## config.mk

```make
export PLATFORM = sky130hd
export DESIGN_NAME = lds_bank_conflict_cycle_counter_top
export DESIGN_NICKNAME = d
export VERILOG_FILES = /design/src/design/lbcc_pkg.sv /design/src/design/lbcc_front.sv /design/src/design/lbcc_queue.sv /design/src/design/lbcc_back.sv /design/src/design/lds_bank_conflict_cycle_counter_top.sv
export SDC_FILE = /design/constraint.sdc
export NUM_CORES = 1
export LEC_CHECK = 0
export BUFFER_PORTS_ARGS = -buffer_cell sky130_fd_sc_hd__buf_2
export CAP_MARGIN = 20
export CORE_MARGIN = 4
export CORE_UTILIZATION = 35
export CTS_BUF_LIST = sky130_fd_sc_hd__clkbuf_8
export CTS_CLUSTER_SIZE = 30
export DETAILED_ROUTE_END_ITERATION = 8
export PLACE_DENSITY_LB_ADDON = 0.1
export SLEW_MARGIN = 20
export SYNTH_ARGS = -nofsm -noshare
export SYNTH_HDL_FRONTEND = slang
export SYNTH_SLANG_ARGS = --single-unit
```

## constraint.sdc

```tcl
create_clock -name clk -period 13.4 [get_ports clk]
set_input_delay 0.67 -clock clk [delete_from_list [all_inputs] [get_ports clk]]
set_output_delay 0.67 -clock clk [all_outputs]
set_load 0.02 [all_outputs]
```

## src/design/lbcc_pkg.sv

```systemverilog
// shared types, constants and helpers for the bank conflict cycle counter
package lbcc_pkg;

    localparam int MAX_LANES_DEF    = 64;
    localparam int ADDRESS_BITS_DEF = 18;
    localparam int QUEUE_DEPTH      = 4;
    localparam int BANK_BITS        = 6;
    localparam int BANK_SLICES      = 4;
    localparam int SLICE_DEPTH      = 16;
    localparam int COUNT_W          = 5;
    localparam int FILL_W           = 5;
    localparam int SUM_W            = 8;
    localparam int OUT_FIELDS_W     = 2 * SUM_W + 2;
    localparam int OUT_TDATA_W      = ((OUT_FIELDS_W + 7) / 8) * 8;
    localparam int CFG_INDEX_W      = 2;
    localparam int CFG_DATA_W       = 3;

    localparam logic [CFG_INDEX_W-1:0] CFG_DWORD_COUNT    = 2'd0;
    localparam logic [CFG_INDEX_W-1:0] CFG_IS_WRITE       = 2'd1;
    localparam logic [CFG_INDEX_W-1:0] CFG_WIDE_BANK_MODE = 2'd2;

    typedef enum logic [1:0] {
        ERR_NONE       = 2'd0,
        ERR_MISALIGNED = 2'd1,
        ERR_PARTIAL    = 2'd2,
        ERR_OVERFLOW   = 2'd3
    } error_code_t;

    typedef struct packed {
        logic [BANK_BITS-1:0] dword_low;
        logic                 misaligned;
        logic                 last;
    } lane_item_t;

    typedef struct packed {
        logic [CFG_DATA_W-1:0] dword_count;
        logic                  is_write;
        logic                  wide_bank_mode;
    } cfg_t;

    typedef struct packed {
        logic full;
        logic empty;
    } queue_status_t;

    function automatic error_code_t max_error(error_code_t a, error_code_t b);
        return (b > a) ? b : a;
    endfunction

endpackage

```

## src/design/lbcc_front.sv

```systemverilog
// front end: accepts lane addresses and classifies them into queue entries
module lbcc_front #(
    parameter int ADDRESS_BITS = lbcc_pkg::ADDRESS_BITS_DEF
) (
    input  logic                    s_tvalid,
    output logic                    s_tready,
    input  logic [ADDRESS_BITS-1:0] lane_address,
    input  logic                    last_lane,
    input  lbcc_pkg::queue_status_t q_status,
    output logic                    push,
    output lbcc_pkg::lane_item_t    item
);

    assign s_tready        = !q_status.full;
    assign push            = s_tvalid && !q_status.full;
    assign item.dword_low  = lane_address[lbcc_pkg::BANK_BITS+1:2];
    assign item.misaligned = |lane_address[1:0];
    assign item.last       = last_lane;

endmodule

```

## src/design/lbcc_queue.sv

```systemverilog
// short queue between the front end and the bank counting back end
module lbcc_queue (
    input  logic                    clk,
    input  logic                    rst_n,
    input  logic                    push,
    input  lbcc_pkg::lane_item_t    push_item,
    input  logic                    pop,
    output lbcc_pkg::lane_item_t    head_item,
    output lbcc_pkg::queue_status_t status
);

    localparam int DEPTH = lbcc_pkg::QUEUE_DEPTH;
    localparam int PTR_W = $clog2(DEPTH);
    localparam int CNT_W = $clog2(DEPTH + 1);

    lbcc_pkg::lane_item_t entry_reg [DEPTH];
    logic [PTR_W-1:0] wr_ptr_reg, wr_ptr_next;
    logic [PTR_W-1:0] rd_ptr_reg, rd_ptr_next;
    logic [CNT_W-1:0] count_reg, count_next;

    always_comb
    begin
        wr_ptr_next = push ? wr_ptr_reg + 1'b1 : wr_ptr_reg;
        rd_ptr_next = pop ? rd_ptr_reg + 1'b1 : rd_ptr_reg;
        count_next  = count_reg;
        if (push && !pop)
        begin
            count_next = count_reg + 1'b1;
        end
        else if (pop && !push)
        begin
            count_next = count_reg - 1'b1;
        end
    end

    always_ff @(posedge clk or negedge rst_n)
    begin
        if (!rst_n)
        begin
            wr_ptr_reg <= '0;
            rd_ptr_reg <= '0;
            count_reg  <= '0;
        end
        else
        begin
            wr_ptr_reg <= wr_ptr_next;
            rd_ptr_reg <= rd_ptr_next;
            count_reg  <= count_next;
        end
    end

    always_ff @(posedge clk)
    begin
        if (push)
        begin
            entry_reg[wr_ptr_reg] <= push_item;
        end
    end

    assign head_item    = entry_reg[rd_ptr_reg];
    assign status.full  = (count_reg == CNT_W'(DEPTH));
    assign status.empty = (count_reg == '0);

endmodule

```

## src/design/lbcc_back.sv

```systemverilog
// back end: per-bank hit counting, group peaks, cycle sums and result register
module lbcc_back #(
    parameter int MAX_LANES = lbcc_pkg::MAX_LANES_DEF
) (
    input  logic                         clk,
    input  logic                         rst_n,
    input  lbcc_pkg::cfg_t               cfg,
    input  logic                         q_valid,
    input  lbcc_pkg::lane_item_t         item,
    output logic                         pop,
    input  logic                         m_tready,
    output logic                         out_valid,
    output logic [lbcc_pkg::SUM_W-1:0]   total_cycles,
    output logic [lbcc_pkg::SUM_W-1:0]   data_cycles,
    output lbcc_pkg::error_code_t        error_code
);

    localparam int LANE_W  = $clog2(MAX_LANES + 1);
    localparam int SLICES  = lbcc_pkg::BANK_SLICES;
    localparam int SDEPTH  = lbcc_pkg::SLICE_DEPTH;
    localparam int IDX_W   = $clog2(SDEPTH);
    localparam int CNT_W   = lbcc_pkg::COUNT_W;
    localparam int FILL_W  = lbcc_pkg::FILL_W;
    localparam int SUM_W   = lbcc_pkg::SUM_W;
    localparam int BANK_W  = lbcc_pkg::BANK_BITS;

    logic [CNT_W-1:0] count_reg [SLICES][SDEPTH];

    logic [LANE_W-1:0]     lanes_reg, lanes_next;
    logic [FILL_W-1:0]     fill_reg, fill_next;
    logic [CNT_W-1:0]      peak_reg, peak_next;
    logic [SUM_W-1:0]      sum_reg, sum_next;
    lbcc_pkg::error_code_t err_reg, err_next;
    logic                  out_valid_reg, out_valid_next;
    logic [SUM_W-1:0]      total_reg;
    logic [SUM_W-1:0]      data_reg;
    lbcc_pkg::error_code_t code_reg;

    logic [2:0]        dwords;
    logic              wide_read;
    logic              bank64;
    logic [FILL_W-1:0] group_size;
    logic              counted;
    logic              close_now;
    logic              close_last;
    logic              close_any;
    logic [CNT_W-1:0]  peak_new;
    logic [FILL_W-1:0] fill_new;
    logic [SUM_W:0]    sum_wide;
    logic [SUM_W-1:0]  sum_new;
    logic [SUM_W-1:0]  issue;
    lbcc_pkg::error_code_t err_new;

    logic [1:0]        slice_k   [SLICES];
    logic              slice_hit [SLICES];
    logic [BANK_W-1:0] slice_bank[SLICES];
    logic [IDX_W-1:0]  slice_idx [SLICES];
    logic [CNT_W-1:0]  slice_inc [SLICES];

    always_comb
    begin
        case (cfg.dword_count) inside
            3'd0:         dwords = 3'd1;
            [3'd1:3'd4]:  dwords = cfg.dword_count;
            default:      dwords = 3'd4;
        endcase

        wide_read = cfg.wide_bank_mode && !cfg.is_write;
        bank64    = wide_read && (dwords == 3'd2 || dwords == 3'd4);

        if (wide_read)
        begin
            case (dwords)
                3'd3:    group_size = FILL_W'(4);
                3'd4:    group_size = FILL_W'(8);
                default: group_size = FILL_W'(16);
            endcase
        end
        else
        begin
            case (dwords)
                3'd1:    group_size = FILL_W'(16);
                3'd2:    group_size = FILL_W'(8);
                default: group_size = FILL_W'(4);
            endcase
        end

        counted = (lanes_reg < LANE_W'(MAX_LANES));

        // consecutive dwords of one lane land in distinct slices
        for (int s = 0; s < SLICES; s++)
        begin
            slice_k[s]    = 2'(s) - item.dword_low[1:0];
            slice_hit[s]  = counted && ({1'b0, slice_k[s]} < dwords);
            slice_bank[s] = item.dword_low + BANK_W'(slice_k[s]);
            if (!bank64)
            begin
                slice_bank[s][BANK_W-1] = 1'b0;
            end
            slice_idx[s]  = slice_bank[s][BANK_W-1:2];
            slice_inc[s]  = count_reg[s][slice_idx[s]];
            if (slice_inc[s] != '1)
            begin
                slice_inc[s] = slice_inc[s] + 1'b1;
            end
        end

        peak_new = peak_reg;
        for (int s = 0; s < SLICES; s++)
        begin
            if (slice_hit[s] && slice_inc[s] > peak_new)
            begin
                peak_new = slice_inc[s];
            end
        end

        fill_new   = counted ? fill_reg + 1'b1 : fill_reg;
        close_now  = counted && (fill_new >= group_size);
        close_last = item.last && !close_now && (fill_new != '0);
        close_any  = close_now || close_last;

        sum_wide = {1'b0, sum_reg} + (SUM_W + 1)'(peak_new);
        if (!close_any)
        begin
            sum_new = sum_reg;
        end
        else if (sum_wide[SUM_W])
        begin
            sum_new = '1;
        end
        else
        begin
            sum_new = sum_wide[SUM_W-1:0];
        end

        err_new = err_reg;
        if (!counted)
        begin
            err_new = lbcc_pkg::max_error(err_new, lbcc_pkg::ERR_OVERFLOW);
        end
        if (counted && item.misaligned)
        begin
            err_new = lbcc_pkg::max_error(err_new, lbcc_pkg::ERR_MISALIGNED);
        end
        if (close_last)
        begin
            err_new = lbcc_pkg::max_error(err_new, lbcc_pkg::ERR_PARTIAL);
        end

        issue = SUM_W'(4);
        if (cfg.is_write)
        begin
            issue = SUM_W'(4) + SUM_W'({dwords, 2'b00});
        end
    end

    assign pop = q_valid && (!item.last || !out_valid_reg || m_tready);

    always_comb
    begin
        lanes_next     = lanes_reg;
        fill_next      = fill_reg;
        peak_next      = peak_reg;
        sum_next       = sum_reg;
        err_next       = err_reg;
        out_valid_next = out_valid_reg && !m_tready;
        if (pop)
        begin
            if (item.last)
            begin
                lanes_next     = '0;
                fill_next      = '0;
                peak_next      = '0;
                sum_next       = '0;
                err_next       = lbcc_pkg::ERR_NONE;
                out_valid_next = 1'b1;
            end
            else
            begin
                lanes_next = counted ? lanes_reg + 1'b1 : lanes_reg;
                fill_next  = close_any ? '0 : fill_new;
                peak_next  = close_any ? '0 : peak_new;
                sum_next   = sum_new;
                err_next   = err_new;
            end
        end
    end

    always_ff @(posedge clk or negedge rst_n)
    begin
        if (!rst_n)
        begin
            lanes_reg     <= '0;
            fill_reg      <= '0;
            peak_reg      <= '0;
            sum_reg       <= '0;
            err_reg       <= lbcc_pkg::ERR_NONE;
            out_valid_reg <= 1'b0;
        end
        else
        begin
            lanes_reg     <= lanes_next;
            fill_reg      <= fill_next;
            peak_reg      <= peak_next;
            sum_reg       <= sum_next;
            err_reg       <= err_next;
            out_valid_reg <= out_valid_next;
        end
    end

    always_ff @(posedge clk or negedge rst_n)
    begin
        if (!rst_n)
        begin
            for (int s = 0; s < SLICES; s++)
            begin
                for (int i = 0; i < SDEPTH; i++)
                begin
                    count_reg[s][i] <= '0;
                end
            end
        end
        else if (pop)
        begin
            if (item.last || close_any)
            begin
                for (int s = 0; s < SLICES; s++)
                begin
                    for (int i = 0; i < SDEPTH; i++)
                    begin
                        count_reg[s][i] <= '0;
                    end
                end
            end
            else
            begin
                for (int s = 0; s < SLICES; s++)
                begin
                    if (slice_hit[s])
                    begin
                        count_reg[s][slice_idx[s]] <= slice_inc[s];
                    end
                end
            end
        end
    end

    always_ff @(posedge clk)
    begin
        if (pop && item.last)
        begin
            total_reg <= (issue > sum_new) ? issue : sum_new;
            data_reg  <= sum_new;
            code_reg  <= err_new;
        end
    end

    assign out_valid    = out_valid_reg;
    assign total_cycles = total_reg;
    assign data_cycles  = data_reg;
    assign error_code   = code_reg;

endmodule

```

## src/design/lds_bank_conflict_cycle_counter_top.sv

```systemverilog
// top level of the shared-memory bank conflict cycle counter
//
// Takes one lane byte address per cycle on the slave stream while the queue
// has room (tlast marks the final lane of an instruction) and returns one
// result per instruction on the master stream. A four-entry queue separates
// the address front end from the bank counting back end, which retires one
// lane per cycle unless a final lane waits for the previous result to be
// taken: each lane updates up to four bank counters and the group peak
// together. The result is registered at the edge where the final lane
// leaves the queue and sits in an output register, so lanes of the next
// instruction keep flowing while it waits. Bank counters are flip-flops
// cleared by reset, so no clearing pass is needed. Configuration registers
// take effect on the lanes processed after the write.
module lds_bank_conflict_cycle_counter_top #(
    parameter int MAX_LANES    = lbcc_pkg::MAX_LANES_DEF,
    parameter int ADDRESS_BITS = lbcc_pkg::ADDRESS_BITS_DEF
) (
    input  logic                                  clk,
    input  logic                                  rst_n,
    input  logic                                  s_tvalid,
    output logic                                  s_tready,
    // lane_address
    input  logic [((ADDRESS_BITS + 7) / 8) * 8-1:0] s_tdata,
    input  logic                                  s_tlast,
    output logic                                  m_tvalid,
    input  logic                                  m_tready,
    // total_cycles, data_cycles, error_code
    output logic [lbcc_pkg::OUT_TDATA_W-1:0]      m_tdata,
    input  logic                                  cfg_valid,
    output logic                                  cfg_ready,
    input  logic [lbcc_pkg::CFG_INDEX_W-1:0]      cfg_index,
    input  logic [lbcc_pkg::CFG_DATA_W-1:0]       cfg_data
);

    lbcc_pkg::cfg_t          cfg_reg;
    lbcc_pkg::queue_status_t q_status;
    lbcc_pkg::lane_item_t    push_item;
    lbcc_pkg::lane_item_t    head_item;
    logic                    push;
    logic                    pop;
    logic [lbcc_pkg::SUM_W-1:0] total_cycles;
    logic [lbcc_pkg::SUM_W-1:0] data_cycles;
    lbcc_pkg::error_code_t   error_code;

    assign cfg_ready = 1'b1;

    always_ff @(posedge clk or negedge rst_n)
    begin
        if (!rst_n)
        begin
            cfg_reg.dword_count    <= 3'd1;
            cfg_reg.is_write       <= 1'b0;
            cfg_reg.wide_bank_mode <= 1'b0;
        end
        else if (cfg_valid && cfg_ready)
        begin
            case (cfg_index)
                lbcc_pkg::CFG_DWORD_COUNT:    cfg_reg.dword_count    <= cfg_data;
                lbcc_pkg::CFG_IS_WRITE:       cfg_reg.is_write       <= cfg_data[0];
                lbcc_pkg::CFG_WIDE_BANK_MODE: cfg_reg.wide_bank_mode <= cfg_data[0];
                default:                      cfg_reg                <= cfg_reg;
            endcase
        end
    end

    lbcc_front #(
        .ADDRESS_BITS (ADDRESS_BITS)
    ) u_front (
        .s_tvalid     (s_tvalid),
        .s_tready     (s_tready),
        .lane_address (s_tdata[ADDRESS_BITS-1:0]),
        .last_lane    (s_tlast),
        .q_status     (q_status),
        .push         (push),
        .item         (push_item)
    );

    lbcc_queue u_queue (
        .clk       (clk),
        .rst_n     (rst_n),
        .push      (push),
        .push_item (push_item),
        .pop       (pop),
        .head_item (head_item),
        .status    (q_status)
    );

    lbcc_back #(
        .MAX_LANES (MAX_LANES)
    ) u_back (
        .clk          (clk),
        .rst_n        (rst_n),
        .cfg          (cfg_reg),
        .q_valid      (!q_status.empty),
        .item         (head_item),
        .pop          (pop),
        .m_tready     (m_tready),
        .out_valid    (m_tvalid),
        .total_cycles (total_cycles),
        .data_cycles  (data_cycles),
        .error_code   (error_code)
    );

    assign m_tdata = lbcc_pkg::OUT_TDATA_W'({error_code, data_cycles, total_cycles});

`ifndef NO_ASSERTIONS
    a_no_push_when_full: assert property (@(posedge clk) disable iff (!rst_n)
        push |-> !q_status.full)
        else $error("queue written while full");

    a_no_pop_when_empty: assert property (@(posedge clk) disable iff (!rst_n)
        pop |-> !q_status.empty)
        else $error("queue read while empty");

    a_result_follows_last: assert property (@(posedge clk) disable iff (!rst_n)
        (pop && head_item.last) |=> m_tvalid)
        else $error("final lane retired without a result");

    a_total_covers_data: assert property (@(posedge clk) disable iff (!rst_n)
        m_tvalid |-> (total_cycles >= data_cycles && total_cycles >= 8'd4))
        else $error("total cycles below data or issue cycles");
`endif

endmodule
```

==> run metrics, run 1 <==
total track usage 0.197; filler instances 5859; Hold Path Class in -> async; final instance area 0.0247 mm²; Mapped Cells 2000; cts hold-fix bufs 0; Core Rows 90; Starting DRT DRC Count 1190; area of the multi-input gates 0.0103 mm²; ys async rst share 0.878; met3 Use GR 0.0343; first-pass GRT wire length 99800 µm; vias in the first global route 16700; Antenna Nets Post-Route 0; I/O Buffers 38; TritonCTS clock tree done; Max Clk Rate 78.2 MHz; CP Max Fanout 12; R2R Path Start u_queue.rd_ptr_reg[0]; relative slew slack 0.275; Min Clock Period, post-route 12.79 ns; max cap viols 0; Clock Latency Late Sink 0.69 ns; met1 usage 0.274; Seq. cell area 0.0105 mm²; area growth from synthesis to layout 16.1%; prevailing post-synth register cell dfrtp_1; die width 255 µm; final setup fails 0; CP most frequent cell ha_1; total CTS buffers 79; Post-synth EDFFs 50; nets 2237; largest net degree at the start of global routing 97; synthesized area 0.0213 mm²; Crit Path Category reg -> reg; grt ovf 0; worst path required time 13.82 ns; max reg flops 320; Max Root-Sink Buffers 3; GR peak layer met2; status completed; Die Ht 255 µm; Yosys warning total 0; clock sinks 410; die area 0.0649 mm²; Max stage delay on crit path 0.44 ns; GPL Wtd Cong 0.851; routed via count 16400; skew final 0.0555 ns; initial core utilization 0.353; wire per inst 21.4 µm; Fin. Hold Viols 0; core area 0.0604 mm²; worst reg2reg setup slack 0.61 ns; met2 Usage GRT 0.323; initial antenna violation count 1; Placement Setup Slack -0.107 ns; syn_area_per_cell 10.7 µm²; share of cells above drive strength 1 0.195; Post-DP HPWL 44600 µm; post-synthesis register bit count 410; critical path arrival 13.21 ns; first-pass detailed-route iteration total 5; Seq/Total Area, Yosys 0.493; leading cell type in the layout, fill and taps excluded dfrtp_1; Startpoint Class flop; vias per cell 5.48; Reg2Reg Depth 69; Final period util 0.955; Setup crit end kind flop; Pins Over Slew Limit 0; FF-to-FF End u_back.total_cycles[2]; placed inst area 0.0227 mm²; final wirelength 64000 µm; Clock transition at path regs 0.06 ns; Slew @ Worst Pin 1.08 ns; post-route worst setup slack 0.608 ns; most frequent cells in the layout dfrtp_1, nand2_1, o21ai_0, a22o_1, nor2_1; slowest CP cell dfrtp_2; DRC violations left 0; clock root cell clkbuf_8; CTS H-Tree Depth 3; Distinct cells, synth 99; number of I/O pins 62
==> Yosys cell counts (5+ instances only) <==
cell type,instances,area share
a21o_1,7,0.0025
a21oi_1,46,0.011
a22o_1,142,0.058
a31oi_1,7,0.0021
a32o_1,9,0.0042
and2_1,9,0.0026
and3_1,9,0.0026
buf_1,7,0.0012
buf_2,10,0.0023
buf_4,10,0.0035
clkbuf_1,51,0.0090
dfrtp_1,359,0.42
edfxtp_1,50,0.070
ha_1,55,0.032
inv_1,94,0.017
mux2_2,16,0.0085
mux2i_1,31,0.015
mux4_2,80,0.085
nand2_1,315,0.055
nand2b_1,13,0.0038
nand3_1,36,0.0085
nand4_1,19,0.0056
nor2_1,141,0.025
nor2b_1,14,0.0041
nor3_1,45,0.011
o21ai_0,217,0.051
o21ai_1,6,0.0014
o22ai_1,40,0.012
or3_1,5,0.0015
xnor2_1,17,0.0070
xor2_1,15,0.0062
==> routing by layer <==
layer,wire [µm],share of wire
met3,2560,0.040
met5,0,0
met2,30600,0.48
met1,29500,0.46
met4,1370,0.021
==> worst max-delay path by stage <==
stage | startpoint | to | slack (ns) | depth (start not counted)
floorplan | u_queue.rd_ptr_reg[0] | u_back.total_cycles[2] | 0.04 | 70
global placement | u_queue.rd_ptr_reg[0] | u_back.total_cycles[4] | 0.12 | 63
detailed placement | u_queue.rd_ptr_reg[0] | u_back.total_cycles[3] | -0.11 | 64
CTS | u_queue.rd_ptr_reg[0] | u_back.total_cycles[2] | 0.002 | 69
global route | u_queue.rd_ptr_reg[0] | u_back.total_cycles[2] | -0.10 | 71
finish | u_queue.rd_ptr_reg[0] | u_back.total_cycles[2] | 0.61 | 69
==> stage by stage <==
step | setup TNS [ns] | instances | hold WS (ns) | utilization
after floorplan | 0 | 2006 | 0.374 | -
after global placement | 0 | 2817 | 0.456 | 0.376
after detailed placement | -0.318 | 2819 | 0.466 | 0.377
after CTS | 0 | 2961 | 0.00588 | 0.403
after global routing | -0.294 | 2989 | 0.0322 | 0.410
final | 0 | 2989 | 0.00270 | 0.410
==> area by class of cell <==
type,count,share of cell area
multi-input combinational,1415,0.414
tap,782,0.0395
timing repair buffer,142,0.0428
antenna,1,0.000101
sequential,410,0.425
clock buffer,91,0.0506
inverter,97,0.0149
clock inverter,51,0.0130
==> worst max-delay path, delay by kind of cell (launching register included) <==
kind / cells / cell delay, ns
flip-flops: 1 / 0.44
AND/OR/NAND/NOR: 17 / 2.33
adder cells (fa/ha/maj): 8 / 2.30
AO/OA/AOI/OAI: 24 / 4.05
multiplexers: 6 / 1.54
buffers and inverters: 14 / 1.84
==> what timing repair did <==
| item | CTS | global route |
|---|---|---|
| endpoints found under the setup margin | 3 | 14 |
| cloned | 0 | 1 |
| resized for setup | 2 | 44 |
| buffers inserted | 0 | 26 |
| pin swaps | 0 | 19 |
==> cells by family after synthesis <==
kind of cell               count (synthesis)  share of synthesized area
other                                      2                   0.000352
AOI/OAI and AO/OA                        535                      0.170
xor gates and xnor gates                  39                     0.0195
buffers and inverters                    181                     0.0372
and+or+nand+nor                          643                      0.133
adders and majority gates                 58                     0.0347
muxes                                    132                      0.112
DFF                                      410                      0.493
Power of run 1 is not shown: default switching activity piles up to over one toggle a cycle in this logic, so the estimate is an artifact.
==> inputs of run 2 (changes only) <==
- RECOVER_POWER: unset -> 25
==> run metrics, run 2 (synthesis results as in run 1) <==
status finished with violations; violated checks max-capacitance violations, max-slew violations; Fin. Hold Viols 0 (unchanged); total CTS buffers 79 (unchanged); Clock transition at path regs 0.06 ns (about the same); Post-DP HPWL 44600 µm (unchanged); first-pass GRT wire length 99800 µm (unchanged); max reg flops 320 (unchanged); initial core utilization 0.353 (unchanged); relative slew slack -2.37 (-2.65); filler instances 5865 (+0.10%); Pins Over Slew Limit 155 (+155); Max Root-Sink Buffers 3 (unchanged); FF-to-FF End u_back.total_cycles[2]; Crit Path Category reg -> reg; worst reg2reg setup slack 0.60 ns (about the same); wire per inst 21.4 µm (about the same); Hold Path Class in -> reg; Cell Count, Final, Fillers Out 2989 (unchanged); routed via count 16400 (+0.21%); grt ovf 0 (unchanged); Critical Path Sink u_back.total_cycles[2]; CP Depth 69 (unchanged); max cap viols 2 (+2); initial antenna violation count 1 (unchanged); largest net degree at the start of global routing 97 (unchanged); number of I/O pins 62 (unchanged); R2R Path Start u_queue.rd_ptr_reg[0]; worst path required time 13.82 ns (about the same); CP delay by family, top compound AO/OA/AOI/OAI gates; DRC violations left 0 (unchanged); final wirelength 64000 µm (about the same); core area 0.0604 mm² (unchanged); vias per cell 5.49 (+0.21%); Slew @ Worst Pin 5.06 ns (+3.98 ns); Antenna Nets Post-Route 0 (unchanged); Min Clock Period, post-route 12.80 ns (+0.00892 ns); CP Max Fanout 12 (unchanged); TritonCTS clock tree done; Max Clk Rate 78.1 MHz (about the same); critical path arrival 13.22 ns (about the same); placed inst area 0.0227 mm² (unchanged); first-pass detailed-route iteration total 5 (unchanged); Clock Latency Late Sink 0.69 ns (about the same); Setup crit end kind flop; leading cell type in the layout, fill and taps excluded dfrtp_1; Core Rows 90 (unchanged); Reg2Reg Depth 69 (unchanged); total track usage 0.197 (unchanged); Die Ht 255 µm (unchanged); nets 2237 (unchanged); Final period util 0.955 (about the same); CTS H-Tree Depth 3 (unchanged); die area 0.0649 mm² (unchanged); Bufs and invs on worst path 14 (unchanged); vias in the first global route 16700 (unchanged); skew final 0.0550 ns (-0.000488 ns); area growth from synthesis to layout 16.0%; Startpoint Class flop; worst setup path start u_queue.rd_ptr_reg[0]; CP most frequent cell ha_1; clock root cell clkbuf_8; clock sinks 410 (unchanged); most frequent cells in the layout dfrtp_1, nand2_1, o21ai_0, a22o_1, nor2_1; Starting DRT DRC Count 1253 (+5.3%); final setup fails 0 (unchanged); die width 255 µm (unchanged); post-layout util 0.410 (-0.000414); slowest CP cell dfrtp_2; final instance area 0.0247 mm² (-0.10%); placed cell count 2819 (unchanged); share of cells above drive strength 1 0.190 (-0.00453); I/O Buffers 38 (unchanged); GPL Wtd Cong 0.851 (unchanged); Max stage delay on crit path 0.44 ns (about the same)
-- run 2: cell count changes in the layout (fill, tap and decap cells not counted), sizes merged --
cell / delta
clkbuf: +10
buf: -10
-- run 2: worst reg2reg max path, delay by kind of cell (launching register included) --
| kind | cells | cell delay [ns] |
|---|---|---|
| muxes | 6 | 1.57 |
| DFF | 1 | 0.44 |
| AOI/OAI and AO/OA | 24 | 4.06 |
| buffers and inverters | 14 | 1.85 |
| and+or+nand+nor | 17 | 2.35 |
| adders and majority gates | 8 | 2.31 |
-- run 2: final cells by class --
cell class / instances / area (µm²) / area share
flip-flops and latches: 410 / 10500 / 0.425
well taps: 782 / 978 / 0.0396
clock inverters: 51 / 323 / 0.0131
diodes: 1 / 2.50 / 0.000101
multi-input cells: 1415 / 10300 / 0.415
clock buffers: 91 / 1250 / 0.0507
inverters: 97 / 369 / 0.0149
repair buffers: 142 / 1030 / 0.0418
-- run 2: worst min path at each step --
stage	cells after the start	slack [ns]	start	to
final	1	0.23	s_tdata[3]	u_queue.entry_reg[1][3]
after global routing	2	0.20	cfg_data[1]	cfg_reg[3]
after CTS	1	0.006	rst_n	u_back.count_reg[176]
after detailed placement	2	0.47	u_back.count_reg[80]	u_back.count_reg[80]
after global placement	2	0.46	u_back.count_reg[80]	u_back.count_reg[80]
after floorplan	0	0.37	rst_n	cfg_reg[0]
-- run 2: metal layers --
layer	vias to the layer above	global-route usage	share of wire
met4	0	0.0525	0.022
met5	-	0	0
met2	399	0.323	0.48
li1	7615	-	-
met3	97	0.0343	0.045
met1	8294	0.274	0.46
-- run 2: metrics by stage --
step                      setup WS [ns]  hold slack, ns  TNS, ns
after detailed placement         -0.107           0.466   -0.318
after global placement            0.124           0.456        0
after CTS                       0.00181         0.00588        0
after floorplan                  0.0353           0.374        0
after global routing             -0.101           0.204   -0.294
final                             0.599           0.234        0
-- run 2: what timing repair did --
item,4_1_cts,5_1_grt
cloned,0,1
setup buffers,0,26
endpoints found under the setup margin,3,14
hold buffers,0,0
resized for setup,2,44
pin swaps,0,19
Power of run 2 is left out for the same reason.
